===== src/hdl/shr_pkg.sv =====
// ----------------------------------------------------------------------------
// shr_pkg
// Types, constants and arithmetic helpers for the stereo Hermite resampler.
// ----------------------------------------------------------------------------
package shr_pkg;

  localparam int unsigned SampleW       = 32;
  localparam int unsigned PhaseFracBits = 16;
  localparam int unsigned StepW         = 18;
  // phase < one sample plus a full step always fits
  localparam int unsigned PhaseW        = StepW + 1;
  localparam logic [PhaseW-1:0] PhaseOne = PhaseW'(1) << PhaseFracBits;
  localparam logic [StepW-1:0]  StepReset = StepW'(4096);

  localparam int unsigned MaxOutPerIn = 16;
  localparam int unsigned CntW        = $clog2(MaxOutPerIn);

  localparam int unsigned QueueDepth = 2;
  localparam int unsigned QPtrW      = $clog2(QueueDepth);

  // APB register map
  localparam int unsigned PaddrW   = 3;
  localparam int unsigned PdataW   = 32;
  localparam int unsigned CfgIdxW  = PaddrW - 2;
  localparam logic [CfgIdxW-1:0] RegPhaseStep = CfgIdxW'(0);

  typedef struct packed {
    logic signed [SampleW-1:0] left_sample;
    logic signed [SampleW-1:0] right_sample;
  } shr_in_item_t;

  typedef struct packed {
    logic signed [SampleW-1:0] left_out;
    logic signed [SampleW-1:0] right_out;
    logic                      last_of_run;
  } shr_out_item_t;

  // cubic coefficients of one channel plus the base sample
  typedef struct packed {
    logic [SampleW-1:0] c3;
    logic [SampleW-1:0] c2;
    logic [SampleW-1:0] c1;
    logic [SampleW-1:0] x2;
  } shr_coef_t;

  typedef struct packed {
    shr_coef_t left;
    shr_coef_t right;
  } shr_item_t;

  // one Horner stage of one channel
  typedef struct packed {
    logic [SampleW-1:0] acc;
    logic [SampleW-1:0] c1;
    logic [SampleW-1:0] x2;
  } shr_stage_t;

  function automatic logic [SampleW-1:0] asr1(input logic [SampleW-1:0] x);
    return {x[SampleW-1], x[SampleW-1:1]};
  endfunction

  // Q31 multiply by a fraction that holds PhaseFracBits significant bits
  function automatic logic [SampleW-1:0] qmul(input logic [SampleW-1:0]       a,
                                              input logic [PhaseFracBits-1:0] f);
    logic signed [SampleW+PhaseFracBits:0] prod;
    prod = $signed(a) * $signed({1'b0, f});
    return prod[PhaseFracBits +: SampleW];
  endfunction

  // Catmull-Rom coefficients, x3 oldest, x0 newest
  function automatic shr_coef_t coef(input logic [SampleW-1:0] x3,
                                     input logic [SampleW-1:0] x2,
                                     input logic [SampleW-1:0] x1,
                                     input logic [SampleW-1:0] x0);
    shr_coef_t          c;
    logic [SampleW-1:0] v;
    v    = x1 - x2;
    c.c1 = asr1(x1 - x3);
    c.c2 = x3 + {v[SampleW-2:0], 1'b0} - asr1(x0 + x2);
    c.c3 = asr1(x0 - x3 - v) - v;
    c.x2 = x2;
    return c;
  endfunction

endpackage


===== src/hdl/shr_front.sv =====
// ----------------------------------------------------------------------------
// shr_front
// Accepts input items, keeps the sample history and derives the per-item
// cubic coefficients that go to the queue.
// ----------------------------------------------------------------------------
module shr_front (
  input  logic                  clk_i,
  input  logic                  rst_ni,
  input  logic                  in_valid_i,
  output logic                  in_ready_o,
  input  shr_pkg::shr_in_item_t in_item_i,
  output logic                  push_valid_o,
  input  logic                  push_ready_i,
  output shr_pkg::shr_item_t    push_item_o
);

  logic [shr_pkg::SampleW-1:0] left_hist_q  [3];
  logic [shr_pkg::SampleW-1:0] left_hist_d  [3];
  logic [shr_pkg::SampleW-1:0] right_hist_q [3];
  logic [shr_pkg::SampleW-1:0] right_hist_d [3];
  logic                        accept;

  assign in_ready_o   = push_ready_i;
  assign push_valid_o = in_valid_i;
  assign accept       = in_valid_i && push_ready_i;

  assign push_item_o.left  = shr_pkg::coef(left_hist_q[0], left_hist_q[1],
                                           left_hist_q[2], in_item_i.left_sample);
  assign push_item_o.right = shr_pkg::coef(right_hist_q[0], right_hist_q[1],
                                           right_hist_q[2], in_item_i.right_sample);

  always_comb begin
    left_hist_d  = left_hist_q;
    right_hist_d = right_hist_q;
    if (accept) begin
      left_hist_d[0]  = left_hist_q[1];
      left_hist_d[1]  = left_hist_q[2];
      left_hist_d[2]  = in_item_i.left_sample;
      right_hist_d[0] = right_hist_q[1];
      right_hist_d[1] = right_hist_q[2];
      right_hist_d[2] = in_item_i.right_sample;
    end
  end

  always_ff @(posedge clk_i or negedge rst_ni) begin
    if (!rst_ni) begin
      for (int i = 0; i < 3; i++) begin
        left_hist_q[i]  <= '0;
        right_hist_q[i] <= '0;
      end
    end else begin
      left_hist_q  <= left_hist_d;
      right_hist_q <= right_hist_d;
    end
  end

endmodule


===== config.mk =====
export PLATFORM = sky130hd
export DESIGN_NAME = shr_front
export DESIGN_NICKNAME = d
export VERILOG_FILES = /design/src/hdl/shr_pkg.sv /design/src/hdl/shr_front.sv
export SDC_FILE = /design/constraint.sdc
export NUM_CORES = 1
export LEC_CHECK = 0
export ABC_AREA = 1
export BUFFER_PORTS_ARGS = -buffer_cell sky130_fd_sc_hd__buf_2
export CORE_MARGIN = 4
export CORE_UTILIZATION = 29
export DETAILED_ROUTE_END_ITERATION = 7
export HOLD_SLACK_MARGIN = 0.08
export PLACE_DENSITY = 0.43
export SLEW_MARGIN = 20
export SYNTH_ARGS = -nofsm -noshare
export SYNTH_HDL_FRONTEND = slang
export SYNTH_SLANG_ARGS = --single-unit
export TNS_END_PERCENT = 5

===== constraint.sdc =====
create_clock -name clk_i -period 15.8 [get_ports clk_i]
set_input_delay 3.16 -clock clk_i [delete_from_list [all_inputs] [get_ports clk_i]]
set_output_delay 3.16 -clock clk_i [all_outputs]
set_load 0.01 [all_outputs]

==> results.toml, run 1 <==
[clock_tree]
cts_buffers = 17
cts_setup_buffers = 0
ctsResizeCount = 0
cts_buffer_depth = 2
insertion_delay_ns = 0.47
cts_tree = "yes"
clk_pin_slew_ns = 0.07
clkSinkCount = 192
htreeDepth = 4
clockRootBuffer = "clkbuf_16"
cts_hold_buf = 0

[cells_and_area]
synthToLayoutAreaGrowth_pct = 11.0
fin_util_pct = 32.6
layout-drive-gt1-share_pct = 9.60
layout.nets = 5138
finalInstanceArea_um2 = 33400

[synthesis]
yosysWarningCount = 0
synthArstFlopShare_pct = 100
synth-seq-cells = 192
synthCells = 4330
synth-edff-count = 0
yosysUniqueCellTypes = 54
synth_top_flop_cell = "dfrtp_1"
syn_nets = 4898
syn_area_um2 = 30100
ys_seq_area_share_pct = 16.0
synth_area_per_cell_um2 = 6.95

[worst_setup_path]
cp_slowest_cell = "o311ai_1"
crit_fanout = 5
critPathRequiredTime_ns = 12.64
start_kind = "primary input"
crit_type = "in -> out"
max_stage_delay_ns = 0.55
crit_family = "simple AND/OR/NAND/NOR gates"
timing.critical_path.mode_cell = "nand2_1"
cp_data_arrival_time_ns = 8.39
crit_path_end_kind = "primary output"
path_buf_inv = 4
rrSetupSlack_ns = 14.89

[place]
io_buffers = 325
postPlaceCellArea_um2 = 32800
place_congestion = 0.874
pre_cts_ws_ns = 4.09
hpwl_mm = 99.7

[global_route]
grt_pass1_vias = 29100
gr-total-overflow = 0
grt_pass1_wl_mm = 170
track_usage_pct = 20.4
antenna_found_initial = 4
grt_max_degree = 108

[run]
max-cap-violations = 0

[drt]
firstDrtPassIters = 5
wl_mm = 113
drt_iter0_markers = 1407
drc = 0
num_vias = 28400
ant_nets = 0
drt-wirelength-per-cell_um = 18.9
viasPerCell = 4.78

[die]
dieWidth_um = 330
rows = 117
start_util_pct = 29.4
ios = 326
core_um2 = 102000
die_y_um = 330
die_area_um2 = 109000

[timing]
fin_ws_ns = 4.25
min_period_ns = 11.55
rsz0062_at_grt = "false"
finalSetupViolCount = 0
max_freq_mhz = 86.6
worst_slew_pin_slew_ns = 0.980
hold_viol = 0
fin_worst_skew_ns = 0.00875
slew_viol_final = 0
fin_tns_setup_ns = 0
relSlewSlack_pct = 34.7
period_share_pct = 73.1

[worst_hold_path]
hp-class = "reg -> reg"

[run_status]
outcome = "complete, no violations"
synthesized netlist by cell type, drive strengths merged, types with 40 or more instances:
cell / instances / share of area, %
nor3: 55 / 0.95
fa: 130 / 8.6
ha: 370 / 15
nand4: 40 / 0.83
inv: 823 / 10
a31oi: 51 / 1.1
a21oi: 459 / 7.7
xor2: 221 / 6.4
dfrtp: 192 / 16
nor2: 309 / 3.9
nand3: 120 / 2.1
buf: 75 / 1.8
xnor2: 114 / 3.3
o21ai: 316 / 5.5
nand2: 819 / 11
tightest hold or removal path, cell delays in order (launching register included):
cell     delay (ns)
dfrtp_1        0.35
nand2_1        0.05
o21ai_0        0.06
worst paths after layout:
kind,from,endpoint,cells after the start
setup / recovery,in_item_i[34],push_item_o[251],27
hold / removal,left_hist_q[69],left_hist_q[69],2
setup reg to reg,push_item_o[1],right_hist_q[65],2
hold reg to reg,left_hist_q[69],left_hist_q[69],2
max in group asynchronous,rst_ni,left_hist_q[27],2
min in group asynchronous,rst_ni,left_hist_q[66],1
layer usage:
layer  global-route usage (%)  routed length [µm]  vias to the layer above
li1                         -                   -                    14500
met1                     27.4               52600                    13300
met2                     36.0               54400                      519
met3                     1.42                3390                       78
met4                     4.30                2190                        0
met5                        0                   0                        -
final cells by class:
class	count	area, µm²
Fill cell	11500	69100
Multi-Input combinational cell	3203	21500
Tap cell	1368	1710
Clock buffer	24	482
Sequential cell	192	4800
Clock inverter	8	105
Antenna cell	1	2.50
Inverter	824	3090
Timing Repair Buffer	332	1690
cells in the final DEF, fill, tap and decap left out, types with 5 or more instances in the layout:
master,instances
mux2_2,7
o21ai_2,18
nand2_1,791
o21ai_1,34
nand4_1,40
buf_4,7
nand2_4,6
clkbuf_16,17
nand3b_1,6
o21bai_1,32
xor2_1,221
ha_1,370
nor3_1,54
nand3_2,5
a21oi_2,7
a211oi_1,5
a21o_1,30
nor4_1,10
inv_1,821
o211ai_1,13
a221oi_1,8
nor2_1,307
xnor2_1,114
a31oi_1,51
o21ai_0,264
nand2_2,22
o221ai_1,9
o21a_1,15
o31ai_1,7
dfrtp_1,192
a21boi_0,5
a21boi_1,23
buf_2,324
a21oi_1,452
nand3_1,115
fa_1,130
through the flow:
step / std cells / hold WS (ns)
floorplan: 4330 / 0.453
global placement: 5919 / 0.470
detailed placement: 5919 / 0.473
CTS: 5951 / 0.491
global route: 5951 / 0.514
finish: 5952 / 0.493
cell families (layout without fill, tap and decap cells):
group           Yosys count  after routing  synth area share [%]
other cells               0              1                     0
mux                       7              7                 0.262
compound gates          992            992                  18.6
simple gates           1369           1369                  18.9
buf+inv                 935           1188                  12.5
flops                   192            192                  16.0
xor+xnor                335            335                  9.75
fa+ha+maj               500            500                  24.0
sequential cells by signal, summed over array words and instances (netlist names):
name and flops:
right_hist_q 64, push_item_o 64, left_hist_q 64
Power of run 1 is not shown: default switching activity piles up to over one toggle a cycle in this logic, so the estimate is an artifact.
==> run 2, diff against run 1 <==
ABC_AREA = 0   (was 1)
PLACE_DENSITY = 0.45   (was 0.43)
clock period = 10.5 ns   (was 15.8 ns; I/O delays follow)
==> results.toml, run 2 <==
[drt]
firstDrtPassIters = 5
viasPerCell = 4.86
drt_iter0_markers = 1235
ant_nets = 0
drt-wirelength-per-cell_um = 18.2
num_vias = 24500
wl_mm = 92.1
drc = 0

[die]
die_y_um = 321
core_um2 = 97000
dieWidth_um = 321
rows = 114
start_util_pct = 29.3
ios = 326
die_area_um2 = 103000

[cells_and_area]
layout-drive-gt1-share_pct = 14.2
layout.nets = 4335
layout_common_cells = "inv_1, ha_1, buf_2"
synthToLayoutAreaGrowth_pct = 12.7
mostFrequentLayoutCell = "inv_1"
fillers = 10500

[synthesis]
synth_common_cells = "inv_1, ha_1, a21oi_1"
synth_top_flop_cell = "dfrtp_1"
synth-edff-count = 0
synthArstFlopShare_pct = 100
syn_nets = 4072
yosysMostFrequentCell = "inv_1"
synth_area_leaders = "dfrtp_1, ha_1, fa_1, inv_1, xnor2_1"
yosysWarningCount = 0
yosysUniqueCellTypes = 85
synth_top_area_share_pct = 16.9
syn_area_um2 = 28400
synth-seq-cells = 192
synthCells = 3504
synth_area_per_cell_um2 = 8.11
yosysTopAreaCell = "dfrtp_1"
ys_seq_area_share_pct = 16.9

[place]
pre_cts_ws_ns = 0.267
place_congestion = 0.888
io_buffers = 325
hpwl_mm = 78.7

[worst_setup_path]
max_stage_delay_ns = 0.48
cp_slowest_cell = "fa_1"
critPathRequiredTime_ns = 8.40
cp_data_arrival_time_ns = 8.08
path_buf_inv = 3
crit_type = "reg -> out"
crit_path_end_kind = "primary output"
crit_family = "compound AO/OA/AOI/OAI gates"
start_kind = "flip-flop"
r2r_start = "push_item_o[143]"
crit_fanout = 6
startpoint = "push_item_o[129]"
timing.critical_path.mode_cell = "o21ai_0"

[clock_tree]
clockRootBuffer = "clkbuf_16"
cts_buffers = 17
insertion_delay_ns = 0.51
cts_buffer_depth = 2
htreeDepth = 4
clk_pin_slew_ns = 0.09
cts_tree = "yes"
cts_hold_buf = 0
clkSinkCount = 192

[global_route]
antenna_found_initial = 3
grt_pass1_wl_mm = 142
grt_pass1_vias = 24400
gr-total-overflow = 0
grt_max_degree = 180
track_usage_pct = 17.7

[worst_hold_path]
worstHoldStart = "right_hist_q[69]"
hp-class = "reg -> reg"

[timing]
max_freq_mhz = 98.3
rsz0062_at_grt = "true"
hold_viol = 0
min_period_ns = 10.18
relSlewSlack_pct = 43.1
worst_slew_pin_slew_ns = 0.854
finalSetupViolCount = 0
fin_worst_skew_ns = 0.0171
period_share_pct = 96.9
fin_ws_ns = 0.325
slew_viol_final = 0

[run_status]
outcome = "complete, no violations"

[run]
max-cap-violations = 0
-- run 2: cell count changes after synthesis, moves of 111 or more --
cell,delta
nor2_1,-133
inv_1,-257
xnor2_1,+126
a21oi_1,-171
nand2_1,-552
a21o_1,+111
xor2_1,-124
-- run 2: cell type report --
| class | count | area, µm² | share of cell area [%] |
|---|---|---|---|
| tap | 1276 | 1600 | 4.99 |
| inverter | 564 | 2120 | 6.62 |
| antenna | 1 | 2.50 | 0.00782 |
| clock buffer | 18 | 439 | 1.37 |
| timing repair buffer | 353 | 1860 | 5.81 |
| multi-input combinational | 2639 | 21000 | 65.7 |
| clock inverter | 13 | 160 | 0.500 |
| sequential | 192 | 4810 | 15.0 |
-- run 2: per-layer routing --
metal	global-route usage, %	wire length, µm	share of wire (%)	vias to the layer above
li1	-	-	-	12400
met1	24.6	44500	48	11600
met2	29.4	42600	46	478
met3	1.91	3130	3.4	72
met4	4.41	1810	2.0	0
met5	0	0	0	-
-- run 2: cell families (layout without fill, tap and decap cells) --
kind of cell	Yosys count	after routing	share of synthesized area, %
AO/OA/AOI/OAI	996	996	22.1
AND/OR/NAND/NOR	727	727	12.1
buffers and inverters	673	948	9.79
adder cells (fa/ha/maj)	502	502	25.5
XOR/XNOR	338	338	10.5
flip-flops	192	192	16.9
multiplexers	76	76	3.01
other	0	1	0
-- run 2: repair_timing --
item / in CTS / in global routing
setup endpoints to repair: 6 / 17
setup buffers: 0 / 5
pin swaps: 0 / 10
resized for setup: 5 / 47
-- run 2: path summary, 6_finish.rpt --
check / to / slack [ns] / depth (start not counted)
hold / removal: right_hist_q[69] / 0.49 / 2
min in group asynchronous: push_item_o[21] / 1.55 / 1
setup reg to reg: push_item_o[143] / 9.59 / 1
hold reg to reg: right_hist_q[69] / 0.49 / 2
max in group asynchronous: left_hist_q[16] / 7.55 / 2
setup / recovery: push_item_o[254] / 0.32 / 34
-- run 2: through the flow --
stage	std cells	hold WS [ns]	util, %	TNS [ns]	instance area, µm²
3_3_place_gp	5019	0.469	32.1	0	31200
4_1_cts	5050	0.494	32.8	-0.0667	31800
5_1_grt	5056	0.530	33.0	-0.260	32000
3_5_place_dp	5019	0.474	32.1	0	31200
6_report	5056	0.492	33.0	0	32000
2_1_floorplan	3504	0.450	-	0	28400
Power of run 2 is left out for the same reason.
==> run 3, diff against run 2 <==
CORE_MARGIN = 1.5   (was 4)
==> results.toml, run 3 (synthesis gave the netlist of run 2 again) <==
[clock_tree]
clockRootBuffer = "clkbuf_16"
cts_buffers = 17
insertion_delay_ns = 0.51
htreeDepth = 4
clk_pin_slew_ns = 0.07
cts_tree = "yes"
cts_hold_buf = 0
clkSinkCount = 192
cts_buffer_depth = 2

[cells_and_area]
mostFrequentLayoutCell = "inv_1"
fin_util_pct = 33.1
layout-drive-gt1-share_pct = 14.4
layout.nets = 4338
synthToLayoutAreaGrowth_pct = 12.8
register_area_um2 = 4810
fillers = 10400
layout_common_cells = "inv_1, ha_1, buf_2"
multi_input_area_um2 = 21000

[run_status]
outcome = "finished with violations"
violations = "design-rule violations"

[timing]
finalSetupViolCount = 0
min_period_ns = 10.04
slew_viol_final = 0
relSlewSlack_pct = 44.0
period_share_pct = 95.6
max_freq_mhz = 99.6
rsz0062_at_grt = "true"
worst_slew_pin_slew_ns = 0.840
hold_viol = 0
fin_worst_skew_ns = 0.0198

[global_route]
antenna_found_initial = 3
track_usage_pct = 18.2
gr-total-overflow = 0
grt_pass1_vias = 24400
grt_pass1_wl_mm = 141
grt_max_degree = 172

[worst_hold_path]
worstHoldStart = "left_hist_q[69]"
hp-class = "reg -> reg"

[drt]
wl_mm = 91.1
firstDrtPassIters = 8
num_vias = 24400
drt-wirelength-per-cell_um = 18.0
viasPerCell = 4.83
drc = 34
ant_nets = 0
drt_iter0_markers = 1082

[worst_setup_path]
crit_type = "in -> out"
rrSetupSlack_ns = 9.59
start_kind = "primary input"
crit_fanout = 5
critPathRequiredTime_ns = 8.40
crit_path_end_kind = "primary output"
cp_slowest_cell = "fa_1"
max_stage_delay_ns = 0.50
r2r-end = "push_item_o[18]"
r2r_start = "push_item_o[18]"
startpoint = "in_item_i[32]"
r2r.worst_path.cells = 1
endpoint = "push_item_o[223]"
cp_data_arrival_time_ns = 7.94
timing.critical_path.mode_cell = "a21oi_1"

[die]
core_um2 = 96900
start_util_pct = 29.3
rows = 114
die_y_um = 316
ios = 326
die_area_um2 = 99800
dieWidth_um = 316

[place]
io_buffers = 325
place_congestion = 0.868
hpwl_mm = 78.1

[run]
max-cap-violations = 0
run 3: worst max-delay path: cells and delay by family:
kind / cells / cell delay (ns)
XOR/XNOR: 2 / 0.28
AND/OR/NAND/NOR: 7 / 0.93
AO/OA/AOI/OAI: 13 / 2.84
buffers and inverters: 4 / 0.49
adder cells (fa/ha/maj): 3 / 1.27
run 3: final cells by class:
cell class	instances	area share [%]
inverters	564	6.61
clock buffers	22	1.54
well taps	1276	4.98
flip-flops and latches	192	15.0
multi-input cells	2639	65.6
clock inverters	10	0.313
diodes	2	0.0156
repair buffers	356	5.88
run 3: how the worst min path moves through the flow:
| stage | depth (start not counted) | slack (ns) | end |
|---|---|---|---|
| detailed placement | 2 | 0.48 | left_hist_q[69] |
| floorplan | 2 | 0.45 | left_hist_q[69] |
| global placement | 2 | 0.47 | left_hist_q[69] |
| global route | 2 | 0.54 | left_hist_q[69] |
| CTS | 2 | 0.50 | left_hist_q[69] |
| finish | 2 | 0.49 | left_hist_q[69] |
run 3: per-layer routing:
metal,vias to the layer above,GRT usage (%),wire [µm]
li1,12400,-,-
met1,11500,25.1,44100
met2,401,30.4,42500
met3,66,1.73,2830
met4,0,4.69,1600
met5,-,0,0
run 3: timing repair:
item	in CTS	in global routing
setup buffers	0	7
gates cloned	0	0
setup endpoints to repair	5	17
pin swaps	1	13
resized for setup	7	50
run 3: through the flow:
stage | hold slack (ns) | instance area [µm²] | std cells | setup slack, ns | TNS, ns
CTS | 0.498 | 31800 | 5052 | 0.0287 | 0
detailed placement | 0.483 | 31200 | 5020 | 0.319 | 0
floorplan | 0.450 | 28400 | 3504 | 1.40 | 0
global placement | 0.468 | 31200 | 5020 | 0.316 | 0
finish | 0.488 | 32000 | 5061 | 0.465 | 0
global route | 0.538 | 32000 | 5060 | -0.0619 | -0.124
Power of run 3 is left out for the same reason.
