==> src/hdl/shr_pkg.sv <==
// ----------------------------------------------------------------------------
// shr_pkg
// Types, constants and arithmetic helpers for the stereo Hermite resampler.
// ----------------------------------------------------------------------------
package shr_pkg;

  localparam int unsigned SampleW       = 32;
  localparam int unsigned PhaseFracBits = 16;
  localparam int unsigned StepW         = 18;
  // phase < one sample plus a full step always fits
  localparam int unsigned PhaseW        = StepW + 1;
  localparam logic [PhaseW-1:0] PhaseOne = PhaseW'(1) << PhaseFracBits;
  localparam logic [StepW-1:0]  StepReset = StepW'(4096);

  localparam int unsigned MaxOutPerIn = 16;
  localparam int unsigned CntW        = $clog2(MaxOutPerIn);

  localparam int unsigned QueueDepth = 2;
  localparam int unsigned QPtrW      = $clog2(QueueDepth);

  // APB register map
  localparam int unsigned PaddrW   = 3;
  localparam int unsigned PdataW   = 32;
  localparam int unsigned CfgIdxW  = PaddrW - 2;
  localparam logic [CfgIdxW-1:0] RegPhaseStep = CfgIdxW'(0);

  typedef struct packed {
    logic signed [SampleW-1:0] left_sample;
    logic signed [SampleW-1:0] right_sample;
  } shr_in_item_t;

  typedef struct packed {
    logic signed [SampleW-1:0] left_out;
    logic signed [SampleW-1:0] right_out;
    logic                      last_of_run;
  } shr_out_item_t;

  // cubic coefficients of one channel plus the base sample
  typedef struct packed {
    logic [SampleW-1:0] c3;
    logic [SampleW-1:0] c2;
    logic [SampleW-1:0] c1;
    logic [SampleW-1:0] x2;
  } shr_coef_t;

  typedef struct packed {
    shr_coef_t left;
    shr_coef_t right;
  } shr_item_t;

  // one Horner stage of one channel
  typedef struct packed {
    logic [SampleW-1:0] acc;
    logic [SampleW-1:0] c1;
    logic [SampleW-1:0] x2;
  } shr_stage_t;

  function automatic logic [SampleW-1:0] asr1(input logic [SampleW-1:0] x);
    return {x[SampleW-1], x[SampleW-1:1]};
  endfunction

  // Q31 multiply by a fraction that holds PhaseFracBits significant bits
  function automatic logic [SampleW-1:0] qmul(input logic [SampleW-1:0]       a,
                                              input logic [PhaseFracBits-1:0] f);
    logic signed [SampleW+PhaseFracBits:0] prod;
    prod = $signed(a) * $signed({1'b0, f});
    return prod[PhaseFracBits +: SampleW];
  endfunction

  // Catmull-Rom coefficients, x3 oldest, x0 newest
  function automatic shr_coef_t coef(input logic [SampleW-1:0] x3,
                                     input logic [SampleW-1:0] x2,
                                     input logic [SampleW-1:0] x1,
                                     input logic [SampleW-1:0] x0);
    shr_coef_t          c;
    logic [SampleW-1:0] v;
    v    = x1 - x2;
    c.c1 = asr1(x1 - x3);
    c.c2 = x3 + {v[SampleW-2:0], 1'b0} - asr1(x0 + x2);
    c.c3 = asr1(x0 - x3 - v) - v;
    c.x2 = x2;
    return c;
  endfunction

endpackage

==> src/hdl/shr_queue.sv <==
// ----------------------------------------------------------------------------
// shr_queue
// Short FIFO of coefficient records between front and back.
// ----------------------------------------------------------------------------
module shr_queue (
  input  logic               clk_i,
  input  logic               rst_ni,
  input  logic               push_valid_i,
  output logic               push_ready_o,
  input  shr_pkg::shr_item_t push_item_i,
  output logic               pop_valid_o,
  input  logic               pop_ready_i,
  output shr_pkg::shr_item_t pop_item_o
);

  localparam int unsigned CntQW = $clog2(shr_pkg::QueueDepth + 1);

  shr_pkg::shr_item_t          mem_q [shr_pkg::QueueDepth];
  logic [shr_pkg::QPtrW-1:0]   wr_ptr_q, wr_ptr_d;
  logic [shr_pkg::QPtrW-1:0]   rd_ptr_q, rd_ptr_d;
  logic [CntQW-1:0]            cnt_q, cnt_d;
  logic                        do_push, do_pop;

  assign push_ready_o = (cnt_q != CntQW'(shr_pkg::QueueDepth));
  assign pop_valid_o  = (cnt_q != '0);
  assign pop_item_o   = mem_q[rd_ptr_q];
  assign do_push      = push_valid_i && push_ready_o;
  assign do_pop       = pop_valid_o && pop_ready_i;

  always_comb begin
    wr_ptr_d = wr_ptr_q;
    rd_ptr_d = rd_ptr_q;
    cnt_d    = cnt_q;
    if (do_push) begin
      wr_ptr_d = wr_ptr_q + 1'b1;
    end
    if (do_pop) begin
      rd_ptr_d = rd_ptr_q + 1'b1;
    end
    if (do_push && !do_pop) begin
      cnt_d = cnt_q + 1'b1;
    end else if (do_pop && !do_push) begin
      cnt_d = cnt_q - 1'b1;
    end
  end

  always_ff @(posedge clk_i or negedge rst_ni) begin
    if (!rst_ni) begin
      wr_ptr_q <= '0;
      rd_ptr_q <= '0;
      cnt_q    <= '0;
    end else begin
      wr_ptr_q <= wr_ptr_d;
      rd_ptr_q <= rd_ptr_d;
      cnt_q    <= cnt_d;
    end
  end

  always_ff @(posedge clk_i) begin
    if (do_push) begin
      mem_q[wr_ptr_q] <= push_item_i;
    end
  end

endmodule

==> config.mk <==
export PLATFORM = sky130hd
export DESIGN_NAME = shr_queue
export DESIGN_NICKNAME = d
export VERILOG_FILES = /design/src/hdl/shr_pkg.sv /design/src/hdl/shr_queue.sv
export SDC_FILE = /design/constraint.sdc
export NUM_CORES = 1
export LEC_CHECK = 0
export BUFFER_PORTS_ARGS = -buffer_cell sky130_fd_sc_hd__buf_2
export CAP_MARGIN = 25
export CORE_AREA = 2 2 217 219
export CTS_BUF_LIST = sky130_fd_sc_hd__clkbuf_16
export DETAILED_ROUTE_END_ITERATION = 6
export DIE_AREA = 0 0 219 221
export PLACE_DENSITY = 0.76
export REMOVE_ABC_BUFFERS = 1
export SYNTH_ARGS = -nofsm -noshare
export SYNTH_HDL_FRONTEND = slang
export SYNTH_SLANG_ARGS = --single-unit
export TNS_END_PERCENT = 50
==> constraint.sdc <==
create_clock -name clk_i -period 11.31 [get_ports clk_i]
set_input_delay 0.5655 -clock clk_i [delete_from_list [all_inputs] [get_ports clk_i]]
set_output_delay 0.5655 -clock clk_i [all_outputs]
set_load 0.01 [all_outputs]
==> reports/metrics.cfg, run 1 <==
[synthesis]
synthFlopType = edfxtp_1
synth-seq-cells = 516
synth-edff-count = 512
async_flop_share_pct = 0.775
syn_inst = 815
yosysSeqAreaShare_pct = 78.6
ys_warn_count = 0
syn_area_sq_mm = 0.0197
synthesis.area_per_instance_sq_um = 24.1
synth_cell_type_count = 17

[routing]
drtIter0Drc = 702
vias_per_cell = 4.80
first_pass_iters = 6
routed_wl_um = 41000
wl_per_cell_um = 20.3
drc = 0
vias = 9676
ant_nets = 0

[run]
drv_cap = 0

[clocking]
path_clk_slew_ns = 0.06
h-tree-depth = 2
cts_tree = done
post_cts_buffers = 0
ctsResizeCount = 0
cts-buffers-inserted = 51
cts_root_buf = clkbuf_16
clk_latency_ns = 0.57
clockBufferDepth = 3
clock_sinks = 516

[setup_path]
cp-startpoint = rd_ptr_q
start_kind = register
crit_end = pop_item_o[234]
path_class = reg2out
setup.worst_path.end_class = output pin
r2r_end = mem_q[1][165]
crit_path_max_fanout = 57
arrival_ns = 3.72
rr_startpoint = cnt_q[0]
ff2ff_path_depth = 4
r2r_slack_ns = 7.92
critical_path_required_ns = 10.74

[layout]
final_nets = 1629
fillers = 3635
syn2layout_area_growth_pct = 24.4
drive_gt1_share_pct = 61.4
final_core_util_pct = 53.2

[hold_path]
hold_path_depth = 1
min_path_type = in2reg

[placed_design]
post-place-ws_ns = 7.64
numPortBuffers = 517
routabilityCongestion = 0.829
hpwlAfterDp_um = 28300

[floorplan]
start_util_pct = 42.7
dieHeight_um = 221
rows = 79
die_x_um = 219
core_sq_mm = 0.0461
ios = 518
fp.dieArea_sq_mm = 0.0484

[power]
p_int_w = 0.00465
ir_worst_vdd_v = 0.000236
power_frac_comb_pct = 32.0
powerDensity_mw_per_mm2 = 266
power_leakage_nw = 9.78
netSwitchingPower_w = 0.00186
swShare_pct = 28.6
clkPwrFrac_pct = 25.7
pwr-share-seq_pct = 42.2

[run_status]
outcome = finished, final reports clean

[sta]
period_share_pct = 37.9
finalClockSkew_ns = 0.0205
tightest_slew_ns = 1.17
setup_slack_ns = 7.02
maxSlewViolCount = 0
relSlewSlack_pct = 21.7
rsz0062_at_grt = no
clock.fmax_mhz = 233
hold_violations = 0
min_period_ns = 4.29
setup_violations = 0

[global_routing]
grt_pass1_wl_um = 60000
grt_max_degree = 124
gr-total-overflow = 0
gr-usage-all-layers_pct = 16.4
grt_pass1_vias = 10300
grt_antenna_before_repair = 7

-- cells in the mapped netlist, types with 2 or more instances --
cell type	instances	share of area, %
edfxtp_1	512	78
mux2_4	230	18
mux2_2	26	1.5
buf_6	15	0.86
buf_8	11	0.84
dfrtp_1	4	0.51
xnor2_1	3	0.13
buf_2	2	0.051
nand2_1	2	0.038
nor2_1	2	0.038
xor2_1	2	0.089
-- state kept, by name, summed over array words and instances, names as in the netlist --
name and count:
mem_q 512, cnt_q 2, wr_ptr_q 1, rd_ptr_q 1
-- critical path, stage by stage (launching register included) --
cell and delay (ns):
dfrtp_4 0.72, buf_4 0.85, buf_4 0.88, mux2_2 0.42
buf_2 0.14
-- placed cells by master, fill, tap and decap left out, drive strengths merged, types with 2 or more instances in the layout --
cell	count
dfrtp	4
nor2	2
inv	5
clkinv	24
xor2	2
xnor2	3
diode	6
mux2	256
edfxtp	512
nand2	2
clkbuf	53
buf	528
bufinv	7
-- routing by layer --
metal  share of wire, %  wire length (um)  global-route usage (%)  vias up
met5                  0                 0                       0        -
met4                2.4               974                    5.36        0
met3                7.8              3190                    4.87       67
met2                 53             21800                    29.6      375
met1                 37             15000                    18.5     4870
li1                   -                 -                       -     4364
-- timing repair --
action | CTS | global route
setup endpoints to repair | 0 | 0
endpoints found under the hold margin | 4 | 0
hold buffers | 1 | 0
-- worst min path at each step --
stage,slack [ns],end,startpoint
2_1_floorplan,0.27,cnt_q[0],rst_ni
3_3_place_gp,0.38,wr_ptr_q,rst_ni
3_5_place_dp,0.38,cnt_q[0],rst_ni
4_1_cts,0.13,mem_q[0][70],push_item_i[70]
5_1_grt,0.14,mem_q[0][70],push_item_i[70]
6_report,0.18,mem_q[0][70],push_item_i[70]
-- stage by stage --
stage	TNS (ns)	power [W]	hold WS (ns)	cells	instance area [sq um]
after floorplan	-222.93	0.00480	0.270	786	19300
after detailed placement	0	0.00488	0.380	1920	22800
final	0	0.00651	0.177	2016	24500
after global routing	0	0.00678	0.138	2015	24500
after global placement	0	0.00483	0.381	1920	22800
after CTS	0	0.00658	0.129	2009	24400
-- cells by family (layout without fill, tap and decap cells) --
| kind of cell | count (synthesis) | in the layout | synth area share [%] |
|---|---|---|---|
| fa+ha+maj | 1 | 1 | 0.0636 |
| simple gates | 7 | 7 | 0.172 |
| buf+inv | 30 | 618 | 1.87 |
| xor+xnor | 5 | 5 | 0.223 |
| other cells | 0 | 6 | 0 |
| flops | 516 | 516 | 78.6 |
| mux | 256 | 256 | 19.0 |
-- layout make-up --
type	instances	area [sq um]	share of cell area, %
clock buffers	53	1330	5.42
flip-flops and latches	516	15500	63.2
multi-input cells	269	3850	15.7
diodes	6	15.0	0.0613
repair buffers	529	2710	11.1
well taps	607	759	3.10
clock inverters	35	345	1.41
inverters	1	3.75	0.0153
-- power groups by stage --
stage	Clock, W	Sequential (W)	Combinational, W
finish	0.00167	0.00275	0.00209
global route	0.00179	0.00279	0.00221
floorplan	0	0.00308	0.00172
global placement	0	0.00277	0.00206
detailed placement	0	0.00279	0.00209
CTS	0.00172	0.00276	0.00210
Power figures use the tool's default switching activity.
==> run 2: changes to the inputs <==
--- a/config.mk
+++ b/config.mk
@@ -5,13 +5,14 @@
 export SDC_FILE = /design/constraint.sdc
 export NUM_CORES = 1
 export LEC_CHECK = 0
+export ABC_AREA = 1
 export BUFFER_PORTS_ARGS = -buffer_cell sky130_fd_sc_hd__buf_2
 export CAP_MARGIN = 25
-export CORE_AREA = 2 2 217 219
+export CORE_AREA = 2 2 213 215
 export CTS_BUF_LIST = sky130_fd_sc_hd__clkbuf_16
 export DETAILED_ROUTE_END_ITERATION = 6
-export DIE_AREA = 0 0 219 221
-export PLACE_DENSITY = 0.76
+export DIE_AREA = 0 0 215 217
+export PLACE_DENSITY = 0.74
 export REMOVE_ABC_BUFFERS = 1
 export SYNTH_ARGS = -nofsm -noshare
 export SYNTH_HDL_FRONTEND = slang
==> constraint.sdc (replaced) <==
create_clock -name clk_i -period 4 [get_ports clk_i]
set_input_delay 0.2 -clock clk_i [delete_from_list [all_inputs] [get_ports clk_i]]
set_output_delay 0.2 -clock clk_i [all_outputs]
set_load 0.01 [all_outputs]
==> reports/metrics.cfg, run 2 <==
[clocking]
ctsResizeCount = 0  ; unchanged
clk_latency_ns = 0.57  ; about the same
cts-hold-fix-buffers = 259  ; was 1
clock_sinks = 516  ; unchanged
post_cts_buffers = 0  ; unchanged
path_clk_slew_ns = 0.06  ; about the same
cts-buffers-inserted = 51  ; unchanged
cts_tree = done  ; unchanged
cts_root_buf = clkbuf_16  ; unchanged
h-tree-depth = 2  ; unchanged
clockBufferDepth = 3  ; unchanged

[routing]
vias = 13500  ; was 9676
routed_wl_um = 50500  ; was 41000 um
first_pass_iters = 6  ; unchanged
drtIter0Drc = 1150  ; was 702
ant_nets = 0  ; unchanged
wl_per_cell_um = 18.0  ; was 20.3 um
drc = 0  ; unchanged
vias_per_cell = 4.82  ; was 4.80

[synthesis]
synthFlopType = edfxtp_1  ; unchanged
netlist_top_cells_count = nand2_1, edfxtp_1, buf_2  ; was edfxtp_1, mux2_4, mux2_2
synth_most_common_cell = nand2_1  ; was edfxtp_1
synthesis.area_per_instance_sq_um = 13.8  ; was 24.1 sq um
syn_inst = 1366  ; was 815
synth_cell_type_count = 15  ; was 17
ys_warn_count = 0  ; unchanged
yosysSeqAreaShare_pct = 81.8  ; was 78.6%
synth-seq-cells = 516  ; unchanged
syn_area_sq_mm = 0.0189  ; was 0.0197 sq mm
ys_top_cells_by_area = edfxtp_1, nand2_1, buf_6  ; was edfxtp_1, mux2_4, mux2_2
synth_largest_area_cell = edfxtp_1  ; unchanged
synth-edff-count = 512  ; unchanged
async_flop_share_pct = 0.775  ; unchanged
synth_top_area_share_pct = 81.3  ; was 78.1%

[setup_path]
cp_cell_sequence = inv_8 -> buf_4 -> nand2_1 -> nand2_1 -> buf_2  ; was buf_4 -> buf_4 -> mux2_2 -> buf_2
cpPeakStageDelay_ns = 0.72  ; was 0.88 ns
rr_startpoint = cnt_q[0]  ; unchanged
critPathMostFrequentCell = nand2_1  ; was buf_4
worst_path_max_delay_cell = dfrtp_4  ; was buf_4
path_buf_inv = 3  ; unchanged
path_class = reg2out  ; unchanged
critical_path_required_ns = 3.80  ; was 10.74 ns
cp-startpoint = rd_ptr_q  ; unchanged
crit_path_max_fanout = 122  ; was 57
arrival_ns = 2.89  ; was 3.72 ns
critical_path.top_delay_family = buffers and inverters  ; unchanged
start_kind = register  ; unchanged
setup.worst_path.end_class = output pin  ; unchanged

[hold_path]
worstHoldStart = push_valid_i  ; was push_item_i[70]
min_path_type = in2reg  ; unchanged

[power]
power.total_w = 0.0184  ; was 0.00651 W
ir_worst_vdd_v = 0.000554  ; was 0.000236 V
power_leakage_nw = 11.3  ; was 9.78 nW
powerDensity_mw_per_mm2 = 699  ; was 266 mW/mm^2

[sta]
clock.fmax_mhz = 324
maxSlewViolCount = 0  ; unchanged
rsz0062_at_grt = no  ; unchanged
finalSetupTns_ns = 0  ; unchanged
hold_violations = 0  ; unchanged
relSlewSlack_pct = 48.0  ; was 21.7%
finalClockSkew_ns = 0.0100  ; was 0.0205 ns
min_period_ns = 3.09
setup_violations = 0  ; unchanged
tightest_slew_ns = 0.780  ; was 1.17 ns
setup_slack_ns = 0.915  ; was 7.02 ns
period_share_pct = 77.1

[global_routing]
grt_max_degree = 139  ; was 124
grt_pass1_wl_um = 75800  ; was 60000 um
grt_pass1_vias = 14100  ; was 10300
grt_antenna_before_repair = 8  ; was 7
gr-total-overflow = 0  ; unchanged
gr-usage-all-layers_pct = 21.0  ; was 16.4%

[placed_design]
numPortBuffers = 517  ; unchanged
routabilityCongestion = 0.785  ; was 0.829
placed_cells_incl_taps = 2446  ; was 1920
post-place-ws_ns = 1.55  ; was 7.64 ns
hpwlAfterDp_um = 29100  ; was 28300 um

[layout]
regMostFlops = mem_q  ; unchanged
largest_reg_flops = 512  ; unchanged
drive_gt1_share_pct = 28.0  ; was 61.4%
final_core_util_pct = 59.0  ; was 53.2%
multi_input_area_sq_mm = 0.00299  ; was 0.00385 sq mm
seqCellArea_sq_mm = 0.0155  ; unchanged
fin_cells = 2804  ; was 2016
final_nets = 2419  ; was 1629
final_common_cell = nand2_1  ; was buf_2
syn2layout_area_growth_pct = 39.4  ; was 24.4%
top_regs = mem_q: 512 flops, cnt_q: 2 flops  ; unchanged
mostFrequentLayoutCells = nand2_1, buf_2, edfxtp_1  ; was buf_2, edfxtp_1, mux2_4
fillers = 3252  ; was 3635

[floorplan]
start_util_pct = 42.3  ; was 42.7%
core_sq_mm = 0.0447  ; was 0.0461 sq mm
dieHeight_um = 217  ; was 221 um
ios = 518  ; unchanged
fp.dieArea_sq_mm = 0.0467  ; was 0.0484 sq mm
die_x_um = 215  ; was 219 um
rows = 78  ; was 79

[run_status]
outcome = finished, final reports clean  ; unchanged

[run]
drv_cap = 0  ; unchanged

[run 2: changes by cell type in the layout (fill, tap and decap cells not counted), sizes merged, moves of 3 or more]
cell and change:
inv +12, mux2 -256, buf +9, nand2 +776
clkinv -3, dlygate4sd3 +258
[run 2: logic make-up (layout without fill, tap and decap cells)]
kind of cell	Yosys count	in the layout	synth area share [%]
xor+xnor	2	2	0.0926
fa+ha+maj	1	1	0.0661
buf+inv	64	894	2.47
flops	516	516	81.8
other cells	0	8	0
simple gates	783	783	15.6
[run 2: area by class of cell]
cell class / count / area share (%)
tap: 600 / 2.85
clock inverter: 38 / 1.18
sequential: 516 / 58.7
clock buffer: 53 / 5.03
antenna: 8 / 0.0759
multi-input combinational: 786 / 11.3
timing repair buffer: 796 / 20.7
inverter: 7 / 0.128
[run 2: path summary, 6_finish.rpt]
path,end,slack [ns],cells after the start
max,pop_item_o[161],0.91,5
min,wr_ptr_q,0.11,3
max reg2reg,mem_q[0][17],1.75,6
min reg2reg,cnt_q[1],0.51,2
max in group asynchronous,rd_ptr_q,3.27,3
min in group asynchronous,cnt_q[0],0.53,3
[run 2: report_power, final]
part	internal [W]	switching [W]
Sequential	0.00738	0.000391
Combinational	0.00196	0.00401
Clock	0.00271	0.00198
Total	0.0121	0.00639
[run 2: per-stage QoR]
step / hold slack (ns) / cell area, sq um
finish: 0.107 / 26400
global placement: 0.00993 / 22100
global route: 0.105 / 26400
floorplan: -0.0956 / 18500
detailed placement: 0.0126 / 22100
CTS: 0.0624 / 26300
[run 2: routing by layer]
layer  up-vias  GRT usage [%]  part of all wire, %  wire, um
met3       155           4.36                  7.0      3520
met5         -              0                    0         0
met4         0           11.9                  5.4      2710
met2       641           37.3                   52     26200
li1       6220              -                    -         -
met1      6511           23.6                   36     18100
[run 2: worst min-delay path, stage by stage]
cell	delay [ns]
buf_2	0.10
nand2_1	0.24
xor2_1	0.10
==> run 3: changes to the inputs <==
==> constraint.sdc (replaced) <==
create_clock -name clk_i -period 3.1 [get_ports clk_i]
set_input_delay 0.155 -clock clk_i [delete_from_list [all_inputs] [get_ports clk_i]]
set_output_delay 0.155 -clock clk_i [all_outputs]
set_load 0.01 [all_outputs]
==> reports/metrics.cfg, run 3 (synthesis gave the netlist of run 2 again) <==
[setup_path]
path_class = reg2out  ; unchanged
setup.worst_path.end_class = output pin  ; unchanged
r2r_end = mem_q[1][72]  ; was mem_q[0][17]
rr_startpoint = cnt_q[0]  ; unchanged
ff2ff_path_depth = 5  ; was 6
r2r_slack_ns = 1.13  ; was 1.75 ns
arrival_ns = 2.31  ; was 2.89 ns
start_kind = register  ; unchanged
critical_path_required_ns = 2.94  ; was 3.80 ns
crit_path_max_fanout = 99  ; was 122

[clocking]
cts-hold-fix-buffers = 259  ; unchanged
clock_sinks = 516  ; unchanged
post_cts_buffers = 0  ; unchanged
cts-buffers-inserted = 50  ; was 51
ctsResizeCount = 0  ; unchanged
cts_root_buf = clkbuf_16  ; unchanged
clockBufferDepth = 3  ; unchanged
cts_tree = done  ; unchanged
path_clk_slew_ns = 0.06  ; about the same
clk_latency_ns = 0.57  ; about the same
h-tree-depth = 2  ; unchanged

[global_routing]
gr-usage-all-layers_pct = 20.5  ; was 21.0%
grt_pass1_vias = 13900  ; was 14100
grt_antenna_before_repair = 6  ; was 8
grtUsageMet3_pct = 5.10  ; was 4.36%
busiest_layer = met2  ; unchanged
met1_usage_pct = 22.4  ; was 23.6%
grt_pass1_wl_um = 74600  ; was 75800 um
gr-usage-met2_pct = 37.7  ; was 37.3%
grt_max_degree = 142  ; was 139
gr-total-overflow = 0  ; unchanged

[hold_path]
min_to = wr_ptr_q  ; unchanged
worstHoldStart = push_valid_i  ; unchanged
hold_path_depth = 3  ; unchanged
min_path_type = in2reg  ; unchanged

[power]
power_leakage_nw = 11.3  ; about the same
ir_worst_vdd_v = 0.000562  ; was 0.000554 V
powerDensity_mw_per_mm2 = 905  ; was 699 mW/mm^2

[sta]
finalSetupTns_ns = 0  ; unchanged
rsz0062_at_grt = no  ; unchanged
hold_violations = 0  ; unchanged
maxSlewViolCount = 0  ; unchanged
clock.fmax_mhz = 406
finalClockSkew_ns = 0.00929  ; was 0.0100 ns
whs_ns = 0.0590  ; was 0.107 ns
setup_violations = 0  ; unchanged
period_share_pct = 79.5
relSlewSlack_pct = 47.9  ; was 48.0%
tightest_slew_ns = 0.782  ; was 0.780 ns
min_period_ns = 2.47

[routing]
vias_per_cell = 4.78  ; was 4.82
vias = 13400  ; was 13500
first_pass_iters = 5  ; was 6
routed_wl_um = 49300  ; was 50500 um
drtIter0Drc = 1046  ; was 1150
ant_nets = 0  ; unchanged
wl_per_cell_um = 17.6  ; was 18.0 um
drc = 0  ; unchanged

[layout]
drive_gt1_share_pct = 28.1  ; was 28.0%
top_regs = mem_q: 512 flops, cnt_q: 2 flops  ; unchanged
largest_reg_flops = 512  ; unchanged
stdcell_area_sq_mm = 0.0264  ; about the same
final_nets = 2426  ; was 2419
mostFrequentLayoutCells = nand2_1, buf_2, edfxtp_1  ; unchanged
regMostFlops = mem_q  ; unchanged
syn2layout_area_growth_pct = 39.8  ; was 39.4%
fin_cells = 2807  ; was 2804
final_common_cell = nand2_1  ; unchanged

[floorplan]
start_util_pct = 42.3  ; unchanged
core_sq_mm = 0.0447  ; unchanged
rows = 78  ; unchanged
ios = 518  ; unchanged
die_x_um = 215  ; unchanged
dieHeight_um = 217  ; unchanged
fp.dieArea_sq_mm = 0.0467  ; unchanged

[run]
drv_cap = 0  ; unchanged

[placed_design]
hpwlAfterDp_um = 29000  ; was 29100 um
numPortBuffers = 517  ; unchanged
placed_cell_area_sq_mm = 0.0222  ; was 0.0221 sq mm
placed_cells_incl_taps = 2454  ; was 2446
routabilityCongestion = 0.820  ; was 0.785

[run_status]
outcome = finished, final reports clean  ; unchanged

-- run 3: cell count changes in the layout (fill, tap and decap cells not counted), sizes merged --
cell	previous run	this run
buf	537	545
diode	8	6
clkinv	21	12
inv	17	22
bufinv	5	9
clkbuf	53	50
-- run 3: worst max-delay path by stage --
stage,cells after the start,end,start,slack [ns]
floorplan,4,mem_q[0][0],cnt_q[0],-9.05
global placement,6,mem_q[0][102],cnt_q[0],1.14
detailed placement,6,mem_q[0][198],cnt_q[0],1.13
CTS,5,pop_item_o[216],rd_ptr_q,0.54
global route,5,pop_item_o[135],rd_ptr_q,0.48
finish,5,pop_item_o[135],rd_ptr_q,0.63
-- run 3: area by class of cell --
class	instances	area [sq um]
Inverter	7	33.8
Clock inverter	38	420
Fill cell	3246	18300
Sequential cell	516	15500
Multi-Input combinational cell	786	2990
Timing Repair Buffer	804	5500
Tap cell	600	751
Antenna cell	6	15.0
Clock buffer	50	1250
-- run 3: routing by layer --
layer / up-vias / routed length, um
met3: 126 / 3650
met4: 2 / 1720
met1: 6428 / 17700
met2: 633 / 26300
li1: 6227 / -
met5: - / 13
-- run 3: critical path: stages (launching register included) --
cell and delay, ns:
dfrtp_4 0.54, inv_8 0.30, buf_12 0.39, nand2_1 0.15, nand2_1 0.10, buf_2 0.13
-- run 3: metrics by stage --
stage	worst slack, ns	utilization [%]	power, W
2_1_floorplan	-9.05	-	0.0125
3_3_place_gp	1.14	49.6	0.0172
3_5_place_dp	1.13	49.6	0.0174
4_1_cts	0.543	59.1	0.0239
5_1_grt	0.476	59.2	0.0251
6_report	0.635	59.2	0.0239
-- run 3: power breakdown --
part	internal, W	switching [W]
sequential	0.00953	0.000383
combinational	0.00256	0.00526
clock	0.00368	0.00252
